<file path="config.mk">
export PLATFORM = sky130hd
export DESIGN_NAME = sdfp_norm
export DESIGN_NICKNAME = d
export VERILOG_FILES = /design/src/rtl/sdf_primitive_with_gradient_macros.svh /design/src/rtl/sdfp_pkg.sv /design/src/rtl/sdfp_norm.sv
export SDC_FILE = /design/constraint.sdc
export NUM_CORES = 2
export LEC_CHECK = 0
export ABC_AREA = 1
export BUFFER_PORTS_ARGS = -buffer_cell sky130_fd_sc_hd__clkbuf_2
export CAP_MARGIN = 40
export CELL_PAD_IN_SITES_DETAIL_PLACEMENT = 0
export CELL_PAD_IN_SITES_GLOBAL_PLACEMENT = 1
export CORE_ASPECT_RATIO = 1.4
export CORE_MARGIN = 2
export CORE_UTILIZATION = 49
export CTS_BUF_LIST = sky130_fd_sc_hd__clkbuf_16
export DETAILED_ROUTE_END_ITERATION = 10
export PLACE_DENSITY_LB_ADDON = 0.2
export SYNTH_ARGS = -nofsm -noshare
export SYNTH_HDL_FRONTEND = slang
export SYNTH_SLANG_ARGS = --single-unit
</file>
<file path="constraint.sdc">
create_clock -name clk -period 5 [get_ports clk]
set_input_delay 0 -clock clk [delete_from_list [all_inputs] [get_ports clk]]
set_output_delay 0 -clock clk [all_outputs]
set_load 0.02 [all_outputs]
</file>
<file path="src/rtl/sdf_primitive_with_gradient_macros.svh">
// ----------------------------------------------------------------------------
// Assertion macros for the signed distance block
// Checks compile in simulation; under synthesis the macros expand to nothing.
// ----------------------------------------------------------------------------
`ifndef SDF_PRIMITIVE_WITH_GRADIENT_MACROS_SVH
`define SDF_PRIMITIVE_WITH_GRADIENT_MACROS_SVH
`ifndef SYNTHESIS
// Same-cycle implication, clocked on clk and disabled in reset.
`define SDFP_ASSERT_IMP(lbl, ante, cons) \
  lbl: assert property (@(posedge clk) disable iff (rst) (ante) |-> (cons)) \
    else $error("sdfp assertion failed");
// Next-cycle implication, clocked on clk and disabled in reset.
`define SDFP_ASSERT_NXT(lbl, ante, cons) \
  lbl: assert property (@(posedge clk) disable iff (rst) (ante) |=> (cons)) \
    else $error("sdfp assertion failed");
`else
`define SDFP_ASSERT_IMP(lbl, ante, cons)
`define SDFP_ASSERT_NXT(lbl, ante, cons)
`endif
`endif

</file>
<file path="src/rtl/sdfp_pkg.sv">
`timescale 1ns / 1ps
// ----------------------------------------------------------------------------
// sdfp_pkg
// Shared types, widths and fixed-point constants of the distance block.
// ----------------------------------------------------------------------------
package sdfp_pkg;

  // Field widths.
  localparam int COORD_W = 25;   // sample coordinate, input plus step
  localparam int MAG_W   = 24;   // magnitude of a sample coordinate
  localparam int DIST_W  = 27;   // internal signed distance
  localparam int DIFF_W  = 16;   // central difference
  localparam int LEN_W   = 17;   // gradient length
  localparam int Q_W     = 15;   // quotient of one gradient component
  localparam int REM_W   = 18;   // divider remainder

  // Root or quotient steps done in one pipeline stage.
  localparam int SQRT_STEPS_DEF = 2;

  // Primitive codes.
  typedef enum logic [1:0] {
    SHAPE_SPHERE = 2'd0,
    SHAPE_BOX    = 2'd1,
    SHAPE_TORUS  = 2'd2,
    SHAPE_CYL    = 2'd3
  } shape_t;

  // Sample positions around the point.
  localparam int SMP_CENTER = 0;
  localparam int SMP_XP     = 1;
  localparam int SMP_COUNT  = 7;

  // Shape constants, Q.16.
  localparam logic signed [DIST_W-1:0] K_R_SPHERE  = 27'sd196608;
  localparam logic signed [DIST_W-1:0] K_BOX_HALF  = 27'sd157286;
  localparam logic signed [DIST_W-1:0] K_BOX_ROUND = 27'sd26214;
  localparam logic signed [DIST_W-1:0] K_TOR_MAJOR = 27'sd163840;
  localparam logic signed [DIST_W-1:0] K_TOR_MINOR = 27'sd65536;
  localparam logic signed [DIST_W-1:0] K_CYL_RAD   = 27'sd131072;
  localparam logic signed [DIST_W-1:0] K_CYL_HALF  = 27'sd170394;
  localparam logic signed [COORD_W-1:0] K_STEP     = 25'sd3277;
  localparam logic signed [DIST_W-1:0] DIST_MAX    = 27'sd16777215;
  localparam logic signed [DIST_W-1:0] DIST_MIN    = -27'sd16777216;

  // One input beat.
  typedef struct packed {
    logic signed [23:0] point_x;
    logic signed [23:0] point_y;
    logic signed [23:0] point_z;
  } point_t;

  // One result beat.
  typedef struct packed {
    logic signed [24:0] distance;
    logic signed [15:0] grad_x;
    logic signed [15:0] grad_y;
    logic signed [15:0] grad_z;
    logic               is_outside;
  } result_t;

  // Magnitude of a sample coordinate.
  function automatic logic [MAG_W-1:0] coord_mag(input logic signed [COORD_W-1:0] v);
    logic [COORD_W-1:0] t;
    t = v[COORD_W-1] ? -v : v;
    return t[MAG_W-1:0];
  endfunction

  // Magnitude of a central difference; the most negative code maps to 2^15.
  function automatic logic [DIFF_W-1:0] diff_mag(input logic signed [DIFF_W-1:0] v);
    logic [DIFF_W-1:0] t;
    t = v[DIFF_W-1] ? -v : v;
    return t;
  endfunction

endpackage

</file>
<file path="src/rtl/sdfp_norm.sv">
`timescale 1ns / 1ps
// ----------------------------------------------------------------------------
// sdfp_norm
// Three pipelined restoring dividers that scale the central differences to
// unit length, followed by the result register with distance saturation.
// ----------------------------------------------------------------------------
module sdfp_norm #(
  parameter int STEPS = 2
) (
  input  logic                                         clk,
  input  logic                                         rst,
  input  logic                                         en,
  input  logic                                         in_valid,
  input  logic [sdfp_pkg::LEN_W-1:0]                   len,
  input  logic [2:0][sdfp_pkg::DIFF_W-1:0]             mags,
  input  logic [2:0]                                   signs,
  input  logic signed [sdfp_pkg::DIST_W-1:0]           sdist,
  output logic                                         out_valid,
  output sdfp_pkg::result_t                            result
);

  import sdfp_pkg::*;

  localparam int STAGES = (Q_W + STEPS - 1) / STEPS;

  logic                     vld_q  [STAGES];
  logic [LEN_W-1:0]         div_q  [STAGES];
  logic [2:0]               sgn_q  [STAGES];
  logic signed [DIST_W-1:0] dist_q [STAGES];
  logic [REM_W-1:0]         rem_q  [STAGES][3];
  logic [Q_W-1:0]           nb_q   [STAGES][3];
  logic [Q_W-1:0]           quo_q  [STAGES][3];

  for (genvar s = 0; s < STAGES; s++) begin : g_stage
    logic                     vld_in;
    logic [LEN_W-1:0]         div_in;
    logic [2:0]               sgn_in;
    logic signed [DIST_W-1:0] dist_in;
    logic [REM_W-1:0]         rem_in [3];
    logic [Q_W-1:0]           nb_in  [3];
    logic [Q_W-1:0]           quo_in [3];
    logic [REM_W-1:0]         rem_c  [3];
    logic [Q_W-1:0]           nb_c   [3];
    logic [Q_W-1:0]           quo_c  [3];

    // The first stage starts each lane with the magnitude less its low bit.
    if (s == 0) begin : g_first
      assign vld_in  = in_valid;
      assign div_in  = len;
      assign sgn_in  = signs;
      assign dist_in = sdist;
      for (genvar l = 0; l < 3; l++) begin : g_lane
        assign rem_in[l] = {{(REM_W-DIFF_W+1){1'b0}}, mags[l][DIFF_W-1:1]};
        assign nb_in[l]  = {mags[l][0], {(Q_W-1){1'b0}}};
        assign quo_in[l] = '0;
      end
    end else begin : g_next
      assign vld_in  = vld_q[s-1];
      assign div_in  = div_q[s-1];
      assign sgn_in  = sgn_q[s-1];
      assign dist_in = dist_q[s-1];
      for (genvar l = 0; l < 3; l++) begin : g_lane
        assign rem_in[l] = rem_q[s-1][l];
        assign nb_in[l]  = nb_q[s-1][l];
        assign quo_in[l] = quo_q[s-1][l];
      end
    end

    // One quotient bit per step in each lane.
    always_comb begin
      for (int l = 0; l < 3; l++) begin
        rem_c[l] = rem_in[l];
        nb_c[l]  = nb_in[l];
        quo_c[l] = quo_in[l];
      end
      for (int k = 0; k < STEPS; k++) begin
        if (s * STEPS + k < Q_W) begin
          for (int l = 0; l < 3; l++) begin
            rem_c[l] = {rem_c[l][REM_W-2:0], nb_c[l][Q_W-1]};
            nb_c[l]  = {nb_c[l][Q_W-2:0], 1'b0};
            if (rem_c[l] >= {1'b0, div_in}) begin
              rem_c[l] = rem_c[l] - {1'b0, div_in};
              quo_c[l] = {quo_c[l][Q_W-2:0], 1'b1};
            end else begin
              quo_c[l] = {quo_c[l][Q_W-2:0], 1'b0};
            end
          end
        end
      end
    end

    always_ff @(posedge clk) begin
      if (rst) begin
        vld_q[s] <= 1'b0;
      end else if (en) begin
        vld_q[s] <= vld_in;
      end
    end

    always_ff @(posedge clk) begin
      if (en) begin
        div_q[s]  <= div_in;
        sgn_q[s]  <= sgn_in;
        dist_q[s] <= dist_in;
        for (int l = 0; l < 3; l++) begin
          rem_q[s][l] <= rem_c[l];
          nb_q[s][l]  <= nb_c[l];
          quo_q[s][l] <= quo_c[l];
        end
      end
    end
  end

  // Final signs, zero-length gradient and distance saturation.
  logic [DIFF_W-1:0]        comp [3];
  logic signed [DIST_W-1:0] dlast;
  result_t                  res_next;

  always_comb begin
    dlast = dist_q[STAGES-1];
    for (int l = 0; l < 3; l++) begin
      if (div_q[STAGES-1] == '0) begin
        comp[l] = '0;
      end else if (sgn_q[STAGES-1][l]) begin
        comp[l] = -{1'b0, quo_q[STAGES-1][l]};
      end else begin
        comp[l] = {1'b0, quo_q[STAGES-1][l]};
      end
    end
    res_next.grad_x = comp[0];
    res_next.grad_y = comp[1];
    res_next.grad_z = comp[2];
    if (dlast > DIST_MAX) begin
      res_next.distance = DIST_MAX[24:0];
    end else if (dlast < DIST_MIN) begin
      res_next.distance = DIST_MIN[24:0];
    end else begin
      res_next.distance = dlast[24:0];
    end
    res_next.is_outside = !res_next.distance[24] && (res_next.distance != '0);
  end

  // Result register.
  always_ff @(posedge clk) begin
    if (rst) begin
      out_valid <= 1'b0;
    end else if (en) begin
      out_valid <= vld_q[STAGES-1];
    end
  end

  always_ff @(posedge clk) begin
    if (en) begin
      result <= res_next;
    end
  end

endmodule

</file>
# After elaboration in Yosys (flattened, before gate mapping)
# Memory sizes are Yosys's and may differ from the RTL's. A register that Yosys moved wholly into a read port is not among the register bits.
# Index checks and enable logic that the tools add are counted.
[word_totals]
mem_bits_rw = 1512
mem_count = 7
out_inout_bits = 75
reg_bits = 74
[classes]
order_cmp = 47
addsub = 48
bitwise = 11
reduce_logical = 7
n_mux = 109
[memory_table]
columns = ["name", "depth", "width", "read_ports", "rd_clocked_by_memory_dff", "wr", "line", "source"]
rows = [
  ["rem_q", 8, 54, 7, 0, 8, "sdfp_norm.sv:30", "logic [REM_W-1:0] rem_q [STAGES][3];"],
  ["quo_q", 8, 45, 8, 0, 8, "sdfp_norm.sv:32", "logic [Q_W-1:0] quo_q [STAGES][3];"],
  ["nb_q", 8, 42, 7, 0, 8, "sdfp_norm.sv:31", "logic [Q_W-1:0] nb_q [STAGES][3];"],
  ["dist_q", 8, 27, 8, 0, 8, "sdfp_norm.sv:29", "logic signed [DIST_W-1:0] dist_q [STAGES];"],
  ["div_q", 8, 17, 8, 0, 8, "sdfp_norm.sv:27", "logic [LEN_W-1:0] div_q [STAGES];"],
  ["sgn_q", 8, 3, 8, 0, 8, "sdfp_norm.sv:28", "logic [2:0] sgn_q [STAGES];"],
  ["+1 memories", "-", "-", "-", "-", "-", "-", ""],
]
[op_table]
columns = ["operator", "n"]
rows = [
  ["$ge A18 B17 Y1", 42],
  ["$mux W18", 24],
  ["$sub A18 B17 Y18", 24],
  ["$mux W17", 21],
  ["$sub A17 B17 Y17", 18],
  ["$mux W1", 59],
  ["$ge A16 B17 Y1", 3],
  ["$sub A16 B17 Y17", 3],
  ["$mux W25", 2],
  ["$neg A15 Y16", 3],
  ["$mux W15", 3],
  ["$gt A27 B25 Y1 const B", 1],
  ["$lt A27 B25 Y1 const B", 1],
  ["$reduce_bool A25 Y1", 1],
  ["$logic_not A17 Y1", 1],
  ["$or A1 B1 Y1", 8],
  ["$reduce_or A2 Y1", 3],
  ["$not A1 Y1", 3],
  ["$logic_and A1 B1 Y1", 1],
  ["$logic_not A1 Y1", 1],
]

# Logic depth before layout (Yosys ltp)
# An unclocked memory read counts as a cell.
[depth]
depth_word = 6
depth_mapped = 32
ltp_nobuf = 28

# Worst setup path before layout
# Ideal clock, no wire load.
[synth_timing]
kind = "register to register"
startpoint = "memory div_q[4][0], in the netlist div_q[1][0]"
endpoint = "memory rem_q[5][24] in the netlist's numbering, data pin"
slack_ns = 0.999
path_stages_with_launch = 28
t_required_ns = 4.742
setup_time_ns = 0.258
arrival_ns = 3.743
cell_sequence = "edfxtp_1 buf_4 inv_4 clkbuf_1 fa_1 nand3_1 nand3_1 nand2_1 nand2_1 nand2_1 nand2_2 nand2_2 nand2_4 inv_2 buf_6 nand2_1 o21ai_2 ha_1 a21oi_1 o21a_1 nand2_1 nand3_1 nand2_1 nand2_1 nand2_4 buf_4 o21ai_0 nand2_1"
[synth_rtl]
columns = ["item", "line"]
rows = [
  ["start: declaration", "sdfp_norm.sv:27"],
  ["end: declaration", "sdfp_norm.sv:30"],
]

==> results by group <==
Timing
  • Setup Skew: about 0.034 ns
  • Final hold vios: 0
  • Period minus WS final: around 4.8 ns
  • Setup total negative slack: 0 ns
  • Max Fclk: between 0.2 and 0.25 GHz
  • Tcrit/Tclk final: 96.92%
  • Worst slew pin tran: slightly below 0.9 ns
  • Final Max Slew Viols: 0
  • Relative slew slack: around 42%
  • Final setup viols: 0

Placed design
  • GPL Wtd Cong: 1.005
  • PortBufs: around 170
  • Detailed Place HPWL: around 220000 um
  • Placed insts: 12950

Routing
  • Routed WL: approximately 270000 um
  • DR iter-0 viols: between 4000 and 5000
  • Number of vias per cell: 5.392
  • Routed length per instance: about 20 um
  • ANT nets after route: 0
  • Post-route DRC: 0
  • DRT Pass-1 Iters: 8
  • Routed vias: just over 70000

Clock tree
  • Clock buffer depth: 3
  • CTS Root Cell: clkbuf_16
  • Num CTS Buffers: ~110
  • CTS tree: done
  • Clock-pin slew on the worst setup and hold paths: ~0.06 ns
  • Clk_lat worst skew: between 0.7 and 0.8 ns
  • # H-tree levels: 3
  • Clock Sinks: approximately 1000

Synth
  • Main combinational cell family by area after synthesis: simple AND/OR/NAND/NOR gates
  • Sequential fraction of the synthesis area: 37.87%
  • Top cells by area, synth: edfxtp_1, nand2_1, ha_1, inv_1, a21oi_1
  • Syn Area/Cell: between 7 and 8 um^2
  • Most frequent cell after synthesis: nand2_1
  • Ys Warns: 0
  • Synth Instances: between 10000 and 15000
  • Most frequent cells after synthesis: nand2_1, inv_1, edfxtp_1
  • Adder-cell share of the synthesized area: about an eighth
  • Async S/R FF share, synth: 0%
  • Syn nets: 11410
  • Post-synth EDFFs: 1028
  • XOR/XNOR Fraction of Synth Area: 4.156%
  • Synthesized flop and latch total: slightly above 1000
  • Yosys cell types: 56
  • Area leader, netlist: edfxtp_1
  • Synth Flop Type: edfxtp_1
  • Post-Syn Area: between 80000 and 90000 um^2
  • Post-synthesis mux area share: 0%
  • Synth Area in Simple Gates: 29.99%
  • Post-synthesis compound-gate area fraction: 9.231%
  • Share of Yosys cell area claimed by the top area cell type: between 30% and 40%

Floorplanning
  • Die Area: around 170000 um^2
  • Die Height: ~500 um
  • Die X: ~350 um
  • Site Rows: approximately 180
  • I/O Pins: around 170
  • Initial Util: 49.23%
  • Placeable Area: roughly 170000 um^2

Layout
  • Layout Utilization: between 50% and 60%
  • Ratio of cells with drive above 1 in the final layout: slightly below 9%
  • # nets final: approximately 12000
  • Fin cells: 13340
  • Layout area overhead: 12.26%

Global routing
  • Largest net degree at the start of global routing: between 150 and 200
  • First-pass GRT wire length: 405100 um
  • Initial antenna violation count: 8
  • Vias in the first global route: between 60000 and 70000
  • Total congestion overflow: 0
  • GRT Overall Usage: between 30% and 40%

Run status
  • Status: finished clean

Critical path
  • Worst r2r src: div_q[0][20]
  • WS Path Type: reg -> reg
  • CP Data Arrival Time: 5.34 ns
  • R2r setup slk: 0.15 ns
  • Worst path required time: between 5 and 6 ns
  • Critical path endpoint category: flip-flop
  • Crit path from: div_q[0][20]
  • Reg-to-reg endpoint: quo_q[0][120]
  • R2r worst-path depth: 23
  • Critical path fanouts, max: 24
  • Type of origin of the critical path: flip-flop

Min path
  • Worst hold start: len[12]
  • Worst hold-check path type: in -> reg
  • Hold Path Sink: div_q[0][12]
  • Hold path cells: 2

Flow run
  • Max_cap viols: 0
-- through the flow --
| stage | setup slack [ns] | hold slack [ns] | cell area, um^2 |
|---|---|---|---|
| floorplan | 0.9991 | 0.06907 | 81560 |
| detailed placement | -0.1647 | 0.1786 | 85960 |
| global placement | -0.1742 | 0.1736 | 85920 |
| CTS | 0.04144 | 0.03174 | 91110 |
| finish | 0.1541 | 0.09802 | 91550 |
| global route | -0.003759 | 0.07201 | 91550 |
-- sequential cells by signal, summed over array words and instances, names as in the netlist --
signal and cells:
rem_q 357, dist_q 216, vld_q 8, result 74, sgn_q 24, div_q 136
out_valid 1, quo_q 213
-- worst max-delay path, stage by stage, from the launching register on --
cell      delay (ns)
edfxtp_1        0.49
inv_1           0.09
buf_4           0.25
ha_1            0.34
nand2_1         0.16
nor2_1          0.05
nand2_1         0.05
nand3_1         0.14
nand2_1         0.11
nand2_1         0.11
nand2_2         0.11
nand2_4         0.06
inv_4           0.23
nand2_1         0.09
o21ai_1         0.21
ha_1            0.36
a21oi_1         0.33
o21ai_0         0.16
a21oi_1         0.36
nand2_1         0.12
nand2_2         0.11
nand3_4         0.24
nor2_4          0.32
inv_1           0.06
-- layout by cell type, fill, tap and decap left out, types with 16 or more instances in the layout --
master         count
nand2_2          128
fa_1              24
clkinvlp_4        20
o21ai_0          369
xnor2_1          229
ha_1             744
nand3_1          614
edfxtp_1        1028
a21oi_1          640
nor2_4            17
nand2_4           26
nand2_1         3818
buf_4            221
nor2_8            18
buf_12            20
inv_1           1164
bufinv_16         16
nand3b_1         107
dlygate4sd3_1    141
clkbuf_16        106
or2_2             72
diode_2           22
a21o_1            31
clkinv_2          16
nor2_1           623
o21ai_1           71
nor3_1            72
nor4_1            35
nand3_2           17
xor2_1           158
nand4_1           61
clkbuf_2         172
o21bai_1         146
o21ai_2           38
and2_1            26
-- cells by family (layout without fill, tap and decap cells) --
family	after synthesis	in the layout
compound gates	1357	1357
buf+inv	1319	1946
other cells	0	22
fa+ha+maj	768	768
simple gates	5680	5686
flops	1029	1029
xor+xnor	387	387
-- area by class of cell --
cell class,count,area (um^2)
tap,2148,2688
fill,15510,74100
multi-input combinational,8198,45280
sequential,1029,30890
antenna,22,55.05
inverter,1190,4543
clock buffer,106,2653
timing repair buffer,557,4385
clock inverter,93,1064
-- routing by layer --
layer  vias to the layer above  GRT usage, %  routed length, um
met2                      1934         58.35             140300
met3                       735         3.227              10240
met1                     33240         32.83              99530
met4                         2         22.45              22900
met5                         -             0                 13
li1                      36040             -                  -
-- how the worst max path moves through the flow --
stage                     to  depth (start not counted)
6_report       quo_q[0][120]                         23
5_1_grt         rem_q[1][14]                         22
4_1_cts         rem_q[3][50]                         24
3_5_place_dp    rem_q[1][44]                         20
3_3_place_gp    rem_q[1][44]                         20
2_1_floorplan   rem_q[5][24]                         27
-- repair_timing --
action,in CTS,in global routing
gates resized for setup,2,31
pin swaps,0,10
setup endpoints to repair,18,144
hold buffers,141,0
endpoints found under the hold margin,183,0
gates cloned,0,6
buffers inserted,3,23
Power is left out: the tool's default activity adds up to more than one toggle a clock period on the data nets, which glitch-free logic cannot reach.
