**config.mk**
```make
export PLATFORM = sky130hd
export DESIGN_NAME = sdfp_grad
export DESIGN_NICKNAME = d
export VERILOG_FILES = /design/src/rtl/sdf_primitive_with_gradient_macros.svh /design/src/rtl/sdfp_pkg.sv /design/src/rtl/sdfp_sqrt.sv /design/src/rtl/sdfp_grad.sv
export SDC_FILE = /design/constraint.sdc
export NUM_CORES = 2
export LEC_CHECK = 0
export BUFFER_PORTS_ARGS = -buffer_cell sky130_fd_sc_hd__buf_2
export CAP_MARGIN = 10
export CORE_MARGIN = 2
export CORE_UTILIZATION = 30
export CTS_CLUSTER_SIZE = 28
export DETAILED_ROUTE_END_ITERATION = 6
export GPL_TIMING_DRIVEN = 0
export PLACE_DENSITY = 0.42
export SLEW_MARGIN = 20
export SYNTH_ARGS = -nofsm -noshare
export SYNTH_HDL_FRONTEND = slang
export SYNTH_SLANG_ARGS = --single-unit
```
**constraint.sdc**
```tcl
create_clock -name clk -period 11.3 [get_ports clk]
set_input_delay 2.26 -clock clk [delete_from_list [all_inputs] [get_ports clk]]
set_output_delay 2.26 -clock clk [all_outputs]
set_load 0.005 [all_outputs]
```
**src/rtl/sdf_primitive_with_gradient_macros.svh**
```systemverilog
// ----------------------------------------------------------------------------
// Assertion macros for the signed distance block
// Checks compile in simulation; under synthesis the macros expand to nothing.
// ----------------------------------------------------------------------------
`ifndef SDF_PRIMITIVE_WITH_GRADIENT_MACROS_SVH
`define SDF_PRIMITIVE_WITH_GRADIENT_MACROS_SVH
`ifndef SYNTHESIS
// Same-cycle implication, clocked on clk and disabled in reset.
`define SDFP_ASSERT_IMP(lbl, ante, cons) \
  lbl: assert property (@(posedge clk) disable iff (rst) (ante) |-> (cons)) \
    else $error("sdfp assertion failed");
// Next-cycle implication, clocked on clk and disabled in reset.
`define SDFP_ASSERT_NXT(lbl, ante, cons) \
  lbl: assert property (@(posedge clk) disable iff (rst) (ante) |=> (cons)) \
    else $error("sdfp assertion failed");
`else
`define SDFP_ASSERT_IMP(lbl, ante, cons)
`define SDFP_ASSERT_NXT(lbl, ante, cons)
`endif
`endif

```
**src/rtl/sdfp_pkg.sv**
```systemverilog
`timescale 1ns / 1ps
// ----------------------------------------------------------------------------
// sdfp_pkg
// Shared types, widths and fixed-point constants of the distance block.
// ----------------------------------------------------------------------------
package sdfp_pkg;

  // Field widths.
  localparam int COORD_W = 25;   // sample coordinate, input plus step
  localparam int MAG_W   = 24;   // magnitude of a sample coordinate
  localparam int DIST_W  = 27;   // internal signed distance
  localparam int DIFF_W  = 16;   // central difference
  localparam int LEN_W   = 17;   // gradient length
  localparam int Q_W     = 15;   // quotient of one gradient component
  localparam int REM_W   = 18;   // divider remainder

  // Root or quotient steps done in one pipeline stage.
  localparam int SQRT_STEPS_DEF = 2;

  // Primitive codes.
  typedef enum logic [1:0] {
    SHAPE_SPHERE = 2'd0,
    SHAPE_BOX    = 2'd1,
    SHAPE_TORUS  = 2'd2,
    SHAPE_CYL    = 2'd3
  } shape_t;

  // Sample positions around the point.
  localparam int SMP_CENTER = 0;
  localparam int SMP_XP     = 1;
  localparam int SMP_COUNT  = 7;

  // Shape constants, Q.16.
  localparam logic signed [DIST_W-1:0] K_R_SPHERE  = 27'sd196608;
  localparam logic signed [DIST_W-1:0] K_BOX_HALF  = 27'sd157286;
  localparam logic signed [DIST_W-1:0] K_BOX_ROUND = 27'sd26214;
  localparam logic signed [DIST_W-1:0] K_TOR_MAJOR = 27'sd163840;
  localparam logic signed [DIST_W-1:0] K_TOR_MINOR = 27'sd65536;
  localparam logic signed [DIST_W-1:0] K_CYL_RAD   = 27'sd131072;
  localparam logic signed [DIST_W-1:0] K_CYL_HALF  = 27'sd170394;
  localparam logic signed [COORD_W-1:0] K_STEP     = 25'sd3277;
  localparam logic signed [DIST_W-1:0] DIST_MAX    = 27'sd16777215;
  localparam logic signed [DIST_W-1:0] DIST_MIN    = -27'sd16777216;

  // One input beat.
  typedef struct packed {
    logic signed [23:0] point_x;
    logic signed [23:0] point_y;
    logic signed [23:0] point_z;
  } point_t;

  // One result beat.
  typedef struct packed {
    logic signed [24:0] distance;
    logic signed [15:0] grad_x;
    logic signed [15:0] grad_y;
    logic signed [15:0] grad_z;
    logic               is_outside;
  } result_t;

  // Magnitude of a sample coordinate.
  function automatic logic [MAG_W-1:0] coord_mag(input logic signed [COORD_W-1:0] v);
    logic [COORD_W-1:0] t;
    t = v[COORD_W-1] ? -v : v;
    return t[MAG_W-1:0];
  endfunction

  // Magnitude of a central difference; the most negative code maps to 2^15.
  function automatic logic [DIFF_W-1:0] diff_mag(input logic signed [DIFF_W-1:0] v);
    logic [DIFF_W-1:0] t;
    t = v[DIFF_W-1] ? -v : v;
    return t;
  endfunction

endpackage

```
**src/rtl/sdfp_sqrt.sv**
```systemverilog
`timescale 1ns / 1ps
// ----------------------------------------------------------------------------
// sdfp_sqrt
// Pipelined floor square root, restoring digit by digit, a few root bits per
// stage. Side data and a valid bit travel alongside the radicand.
// ----------------------------------------------------------------------------
module sdfp_sqrt #(
  parameter int RAD_W  = 50,
  parameter int SIDE_W = 1,
  parameter int STEPS  = 2
) (
  input  logic                clk,
  input  logic                rst,
  input  logic                en,
  input  logic                in_valid,
  input  logic [RAD_W-1:0]    radicand,
  input  logic [SIDE_W-1:0]   in_side,
  output logic                out_valid,
  output logic [RAD_W/2-1:0]  root,
  output logic [SIDE_W-1:0]   out_side
);

  localparam int RW     = RAD_W / 2;
  localparam int REMW   = RW + 3;
  localparam int STAGES = (RW + STEPS - 1) / STEPS;

  logic              vld_q  [STAGES];
  logic [REMW-1:0]   rem_q  [STAGES];
  logic [RW-1:0]     root_q [STAGES];
  logic [RAD_W-1:0]  rad_q  [STAGES];
  logic [SIDE_W-1:0] side_q [STAGES];

  for (genvar s = 0; s < STAGES; s++) begin : g_stage
    logic              vld_in;
    logic [REMW-1:0]   rem_in;
    logic [RW-1:0]     root_in;
    logic [RAD_W-1:0]  rad_in;
    logic [SIDE_W-1:0] side_in;
    logic [REMW-1:0]   rem_c;
    logic [RW-1:0]     root_c;
    logic [RAD_W-1:0]  rad_c;
    logic [REMW-1:0]   trial;

    // Stage inputs come from the ports or from the stage before.
    if (s == 0) begin : g_first
      assign vld_in  = in_valid;
      assign rem_in  = '0;
      assign root_in = '0;
      assign rad_in  = radicand;
      assign side_in = in_side;
    end else begin : g_next
      assign vld_in  = vld_q[s-1];
      assign rem_in  = rem_q[s-1];
      assign root_in = root_q[s-1];
      assign rad_in  = rad_q[s-1];
      assign side_in = side_q[s-1];
    end

    // Each step brings down two radicand bits and decides one root bit.
    always_comb begin
      rem_c  = rem_in;
      root_c = root_in;
      rad_c  = rad_in;
      trial  = '0;
      for (int k = 0; k < STEPS; k++) begin
        if (s * STEPS + k < RW) begin
          rem_c = {rem_c[REMW-3:0], rad_c[RAD_W-1 -: 2]};
          rad_c = {rad_c[RAD_W-3:0], 2'b00};
          trial = {1'b0, root_c, 2'b01};
          if (rem_c >= trial) begin
            rem_c  = rem_c - trial;
            root_c = {root_c[RW-2:0], 1'b1};
          end else begin
            root_c = {root_c[RW-2:0], 1'b0};
          end
        end
      end
    end

    // Valid is cleared by reset; the payload only follows the enable.
    always_ff @(posedge clk) begin
      if (rst) begin
        vld_q[s] <= 1'b0;
      end else if (en) begin
        vld_q[s] <= vld_in;
      end
    end

    always_ff @(posedge clk) begin
      if (en) begin
        rem_q[s]  <= rem_c;
        root_q[s] <= root_c;
        rad_q[s]  <= rad_c;
        side_q[s] <= side_in;
      end
    end
  end

  assign out_valid = vld_q[STAGES-1];
  assign root      = root_q[STAGES-1];
  assign out_side  = side_q[STAGES-1];

endmodule

```
**src/rtl/sdfp_grad.sv**
```systemverilog
`timescale 1ns / 1ps
// ----------------------------------------------------------------------------
// sdfp_grad
// Central differences of the six offset distances, their squares, and the
// pipelined root that gives the gradient length.
// ----------------------------------------------------------------------------
module sdfp_grad #(
  parameter int STEPS = 2
) (
  input  logic                               clk,
  input  logic                               rst,
  input  logic                               en,
  input  logic                               in_valid,
  input  logic signed [sdfp_pkg::DIST_W-1:0] sdist [sdfp_pkg::SMP_COUNT],
  output logic                               out_valid,
  output logic [sdfp_pkg::LEN_W-1:0]         len,
  output logic [2:0][sdfp_pkg::DIFF_W-1:0]   mags,
  output logic [2:0]                         signs,
  output logic signed [sdfp_pkg::DIST_W-1:0] dcenter
);

  import sdfp_pkg::*;

  localparam int SIDE_W = 3*DIFF_W + 3 + DIST_W;

  // Differences stay narrow: the distance changes by at most about two steps.
  logic signed [DIST_W-1:0] dw [3];
  logic signed [DIFF_W-1:0] dd [3];

  always_comb begin
    for (int a = 0; a < 3; a++) begin
      dw[a] = sdist[SMP_XP + 2*a] - sdist[SMP_XP + 2*a + 1];
      dd[a] = dw[a][DIFF_W-1:0];
    end
  end

  logic                     g1_vld, g2_vld, g3_vld;
  logic [2:0][DIFF_W-1:0]   mag1_q, mag2_q, mag3_q;
  logic [2:0]               sgn1_q, sgn2_q, sgn3_q;
  logic signed [DIST_W-1:0] dc1_q, dc2_q, dc3_q;
  logic [2*DIFF_W-1:0]      sq_q [3];
  logic [2*LEN_W-1:0]       rad_q;

  always_ff @(posedge clk) begin
    if (rst) begin
      g1_vld <= 1'b0;
      g2_vld <= 1'b0;
      g3_vld <= 1'b0;
    end else if (en) begin
      g1_vld <= in_valid;
      g2_vld <= g1_vld;
      g3_vld <= g2_vld;
    end
  end

  // Magnitudes, then squares, then the sum of squares.
  always_ff @(posedge clk) begin
    if (en) begin
      for (int a = 0; a < 3; a++) begin
        mag1_q[a] <= diff_mag(dd[a]);
        sgn1_q[a] <= dd[a][DIFF_W-1];
        sq_q[a]   <= mag1_q[a] * mag1_q[a];
      end
      dc1_q  <= sdist[SMP_CENTER];
      mag2_q <= mag1_q;
      sgn2_q <= sgn1_q;
      dc2_q  <= dc1_q;
      rad_q  <= (2*LEN_W)'(sq_q[0]) + (2*LEN_W)'(sq_q[1]) + (2*LEN_W)'(sq_q[2]);
      mag3_q <= mag2_q;
      sgn3_q <= sgn2_q;
      dc3_q  <= dc2_q;
    end
  end

  logic [SIDE_W-1:0] side_out;

  sdfp_sqrt #(
    .RAD_W (2*LEN_W),
    .SIDE_W(SIDE_W),
    .STEPS (STEPS)
  ) u_len (
    .clk      (clk),
    .rst      (rst),
    .en       (en),
    .in_valid (g3_vld),
    .radicand (rad_q),
    .in_side  ({mag3_q, sgn3_q, dc3_q}),
    .out_valid(out_valid),
    .root     (len),
    .out_side (side_out)
  );

  assign {mags, signs, dcenter} = side_out;

endmodule

```
# Yosys cells after proc, flatten, opt, wreduce, memory -nomap -nowiden
# Memory sizes are Yosys's and may differ from the RTL's.
# Index checks and enable logic that the tools add are counted.
[totals]
register_bits = 271
ram_bits = 1428
inputBits = 193
n_memories = 6
out_inout_bits = 96
elab_cells = 134
[classes]
addsub = 25
mux = 52
n_lt_le_gt_ge = 17
n_bitwise = 9
n_mul = 3
[mem_list]
columns = ["memory", "depth", "width", "rd", "rd_ports_with_merged_regs", "write_ports", "line_no", "rtl"]
rows = [
  ["u_len.side_q", 9, 78, 9, 0, 9, "sdfp_sqrt.sv:31", "logic [SIDE_W-1:0] side_q [STAGES];"],
  ["u_len.rad_q", 9, 32, 8, 0, 9, "sdfp_sqrt.sv:30", "logic [RAD_W-1:0] rad_q [STAGES];"],
  ["u_len.rem_q", 9, 20, 8, 0, 9, "sdfp_sqrt.sv:28", "logic [REMW-1:0] rem_q [STAGES];"],
  ["u_len.root_q", 9, 17, 9, 0, 9, "sdfp_sqrt.sv:29", "logic [RW-1:0] root_q [STAGES];"],
  ["sq_q", 3, 32, 3, 0, 3, "sdfp_grad.sv:41", "logic [2*DIFF_W-1:0] sq_q [3];"],
  ["u_len.vld_q", 9, 1, 9, 0, 9, "sdfp_sqrt.sv:27", "logic vld_q [STAGES];"],
]
[op_table]
columns = ["cell", "count"]
rows = [
  ["$ge A20 B19 Y1", 15],
  ["$mux W20", 9],
  ["$sub A20 B19 Y20", 8],
  ["$mux W18", 8],
  ["$sub A18 B18 Y18", 7],
  ["$mul A16 B16 Y32", 3],
  ["$neg A16 Y16", 3],
  ["$sub A16 B16 Y16", 3],
  ["$mux W15", 3],
  ["$add A33 B32 Y34", 1],
  ["$add A32 B32 Y33", 1],
  ["$mux W1", 32],
  ["$ge A20 B3 Y1", 1],
  ["$sub A20 B3 Y20", 1],
  ["$or A1 B1 Y1", 9],
  ["$sub A2 B1 Y3 const B", 1],
  ["$ge A2 B1 Y1 const B", 1],
]

# Logic depth before layout (Yosys ltp)
# An unclocked memory read counts as a cell.
[depth]
word_depth = 5
ltp_mapped = 26
mapped_depth_nobuf = 25

# Modules after synthesis
# From an unflattened synthesis, not the netlist that was laid out.
[hier_totals]
cells_unflattened = 6402
hier_area_um2 = 81435.6
[modules_own_cells]
columns = ["module", "area_each_um2", "cells_each", "n_inst", "seq_area_each_um2"]
rows = [
  ["sdfp_sqrt", 43319.0, 2802, 1, 31950.6],
  ["sdfp_grad", 38116.6, 3600, 1, 10810.4],
]

# Worst setup path before layout
# No wires, ideal clock.
[synth_timing]
path_type = "register -> register"
start = "reg mag1_q[17] (netlist bit)"
end = "mem sq_q[0][63] (netlist bit) (data pin)"
path_stages_with_launch = 26
required_ns = 11.040
slack_ns = 4.876
n_path_buf = 2
arrival_ns = 6.164
path_cell_list = "edfxtp_1 -> clkbuf_1 -> clkbuf_1 -> nand2_1 -> fa_1 -> inv_1 -> fa_1 -> inv_1 -> fa_1 -> inv_1 -> fa_1 -> fa_1 -> inv_1 -> fa_1 -> inv_1 -> ha_1 -> a21o_1 -> a21o_1 -> a21o_1 -> a31oi_1 -> a21oi_1 -> o22ai_1 -> o211ai_1 -> a21o_1 -> a21oi_1 -> xnor2_1"
[synth_rtl]
columns = ["item", "line_no", "rtl"]
rows = [
  ["start: declaration", "sdfp_grad.sv:38", "logic [2:0][DIFF_W-1:0] mag1_q, mag2_q, mag3_q;"],
  ["start signal: indexed assignment", "sdfp_grad.sv:60", "mag1_q[a] <= diff_mag(dd[a]);"],
  ["end: declaration", "sdfp_grad.sv:41", ""],
]

==> summary.txt <==
Setup path
  • Slowest Stage Delay on Critical Path: ~0.67 ns
  • R2R Setup Slk: about 3.4 ns
  • Most frequent CP cell: fa_1
  • CP endpoint kind: flop
  • Crit path max-delay family: adder cells
  • Worst reg2reg path depth: 25
  • Critical path type: reg -> reg
  • FF-to-FF Start: mag1_q[33]
  • Slowest stage cell, crit path: clkbuf_1
  • RR Endpoint: sq_q[0][95]
  • Critical Path Fanout Max: 10
  • Required time of the critical path: 11.91 ns
  • Worst Setup Start Kind: flop
  • Worst EP arrival: between 8 and 9 ns
  • WP buf/inv: 7

Route
  • Residual DRC: 0
  • Final wirelength: between 150 and 200 mm
  • Vias: around 47000
  • Drt wl/cell: ~17 um
  • 1st-pass router iterations: 5
  • DRT antenna net count: 0
  • Initial drt markers: around 2600
  • Vias per cell: ~4.5

Hold path
  • Hold Path Depth: 0
  • Hold path start: u_len.rad_q[0][87]
  • Hold-critical path endpoint: u_len.rad_q[0][123]
  • Hold/Removal Path Class: reg -> reg

Logic synthesis
  • Top cells by area, synth: edfxtp_1 (53%), fa_1 (13%), ha_1 (8.5%)
  • Synth Register Bits: between 1000 and 1500
  • Register area share after synthesis: between 50% and 60%
  • Mapped Avg Cell Area: between 10 and 15 um^2
  • Ys Warns: 0
  • Post-synth cell types: 103
  • Ys async rst share: 0%
  • Top-area cell type share of the netlist area: 52.8%
  • Cell taking the most area after synthesis: edfxtp_1
  • Number of synthesized flops with an enable pin: ~1400
  • Ys flop type: edfxtp_1
  • Area of the mapped netlist: between 0.08 and 0.09 mm^2
  • Synth Instances: ~6300

Clocking
  • H-Tree Depth: 4
  • CTS tree: built
  • Worst-Skew Late Latency: 0.83 ns
  • CTS Buf Count: around 170
  • CTS root buf: clkbuf_16
  • CTS resizes: 0
  • Post-CTS Setup Inserts: 0
  • Reg clk slew, reported paths: roughly 0.06 ns
  • CTS Sinks: between 1000 and 1500
  • Clock Tree Buf Depth: 4
  • Hold bufs inserted after CTS: 0

STA
  • Fin. max-slew vios: 0
  • Post-Route Skew: around 0.051 ns
  • Least-Margin Pin Slew: roughly 1.1 ns
  • Relative slew margins: roughly a quarter
  • Final Cycle Share: between 60 and 70%
  • Final hold vios: 0
  • Final worst setup slack: approximately 3.4 ns
  • RSZ-0062 raised after global routing: false
  • Count of final setup violators: 0
  • Setup TNS: 0 ns
  • Min Clock Period, post-route: between 7 and 8 ns
  • Timing-limited maximum frequency: around 0.13 GHz

Floorplanning
  • Row cnt: 190
  • # IOs: slightly below 300
  • Die H: ~520 um
  • Die ar.: ~0.27 mm^2
  • Core ar.: 0.268 mm^2
  • Chip width: roughly 520 um
  • Initial core utilization: 30.2%

Layout
  • Area growth, synth to finish: 14.1%
  • Most frequent cells in the layout: edfxtp_1 (1422), inv_1 (987), ha_1 (546), fa_1 (521), nand2_1 (420)
  • Ratio of cells with drive above 1 in the final layout: 8.95%
  • Final #Nets: roughly 7900
  • Util after Layout: 34.4%
  • Most common cell after layout, fill and taps aside: edfxtp_1
  • Final cell count without fillers: roughly 10000

Place
  • PortBufs: roughly 220
  • DPL Wire Length: between 100 and 150 mm
  • # placed instances: slightly above 10000
  • RD Place Congestion: 0.834
  • Setup WS pre-CTS: between 3 and 4 ns

Global route
  • Largest net degree at the start of global routing: 140
  • Vias in the first global route: a little under 50000
  • First-pass GRT wire length: 274 mm
  • Antenna violations before repair: 6
  • Tot GR Track Use: around 13%
  • GRT overflow: 0

Run status
  • Status: complete, no violations

Job
  • Max cap viols: 0
[how the worst max path moves through the flow]
stage	startpoint	to	slack, ns	depth (start not counted)
after floorplan	mag1_q[17]	sq_q[0][63]	4.88	25
after global placement	en	u_len.vld_q[8]	-16.23	2
after detailed placement	mag1_q[17]	sq_q[0][63]	3.33	25
after CTS	mag1_q[17]	sq_q[0][63]	3.32	25
after global routing	mag1_q[17]	sq_q[0][63]	2.92	25
final	mag1_q[33]	sq_q[0][95]	3.42	25
[per-stage QoR]
stage / instance area, um^2 / hold WS, ns
after detailed placement: 86700 / 0.405
after global placement: 86400 / 0.400
after floorplan: 80800 / 0.400
after CTS: 92200 / 0.347
final: 92200 / 0.371
after global routing: 92200 / 0.366
[logic make-up (layout without fill, tap and decap cells)]
group / count (synthesis) / in the layout / share of synthesized area [%]
flip-flops: 1425 / 1425 / 52.9
AND/OR/NAND/NOR: 1351 / 1351 / 8.46
buffers and inverters: 1082 / 1623 / 5.07
adder cells (fa/ha/maj): 1067 / 1067 / 21.4
AO/OA/AOI/OAI: 899 / 899 / 7.16
XOR/XNOR: 388 / 388 / 4.20
multiplexers: 57 / 57 / 0.821
other: 2 / 8 / 0.00929
[layer usage]
| layer | routed length, um | track usage, % |
|---|---|---|
| met5 | 0 | 0 |
| met2 | 84500 | 21.7 |
| met3 | 6250 | 2.01 |
| met1 | 78600 | 16.7 |
| met4 | 4660 | 3.55 |
[state kept, by name, indices dropped and copies added, names as in the netlist]
signal        count
g2_vld            1
rad_q            34
u_len.vld_q       9
u_len.rem_q     136
dc1_q            27
g3_vld            1
mag2_q           48
sgn2_q            3
u_len.rad_q     128
dc2_q            27
g1_vld            1
mag3_q           48
u_len.side_q    702
sq_q             90
sgn1_q            3
mag1_q           48
sgn3_q            3
u_len.root_q     89
dc3_q            27
[synth_stat cells (9+ instances only)]
cell type	number
or2_2	27
edfxtp_1	1422
a21o_1	114
xnor2_1	268
nor2b_1	56
xor2_1	120
and2_1	153
nand3_1	62
nand4_1	34
a31oi_1	36
nor2_1	290
or4_1	16
nand2_1	420
o31ai_1	21
clkbuf_1	77
nand2b_1	37
nor4_1	34
o211ai_1	20
o21ai_0	167
o21ai_1	12
o31a_1	10
nor3_1	78
nor3b_1	12
a31o_2	18
ha_1	546
nand3b_1	13
and3_1	29
or3_1	26
a21oi_1	273
fa_1	521
and4_1	12
a21boi_0	10
inv_1	987
mux2_2	35
o21bai_1	37
a211oi_1	33
o21a_1	52
mux2i_1	13
nand4b_1	9
[worst register-to-register path, cell delays in order (launching register included)]
cell	delay (ns)
edfxtp_1	0.34
clkbuf_1	0.63
clkbuf_1	0.69
nand2_1	0.24
fa_1	0.59
inv_1	0.06
fa_1	0.53
inv_1	0.06
fa_1	0.38
inv_1	0.08
fa_1	0.44
fa_1	0.54
inv_1	0.05
fa_1	0.48
inv_1	0.04
ha_1	0.37
and3_1	0.21
nand2_1	0.06
a21oi_1	0.31
o211ai_1	0.19
nand2_1	0.11
a41oi_1	0.23
a211oi_1	0.38
nor2_1	0.10
a211o_1	0.27
xnor2_1	0.29
[area by class of cell]
cell class	count	area [um^2]
antenna	3	7.51
fill	26390	176000
clock inverter	100	1060
sequential	1425	42800
multi-input combinational	3767	34000
clock buffer	208	4460
inverter	995	3740
timing repair buffer	233	1430
tap	3552	4440
buffer	87	364
Power is not shown: default switching activity piles up to over one toggle a cycle in this logic, so the estimate is an artifact.
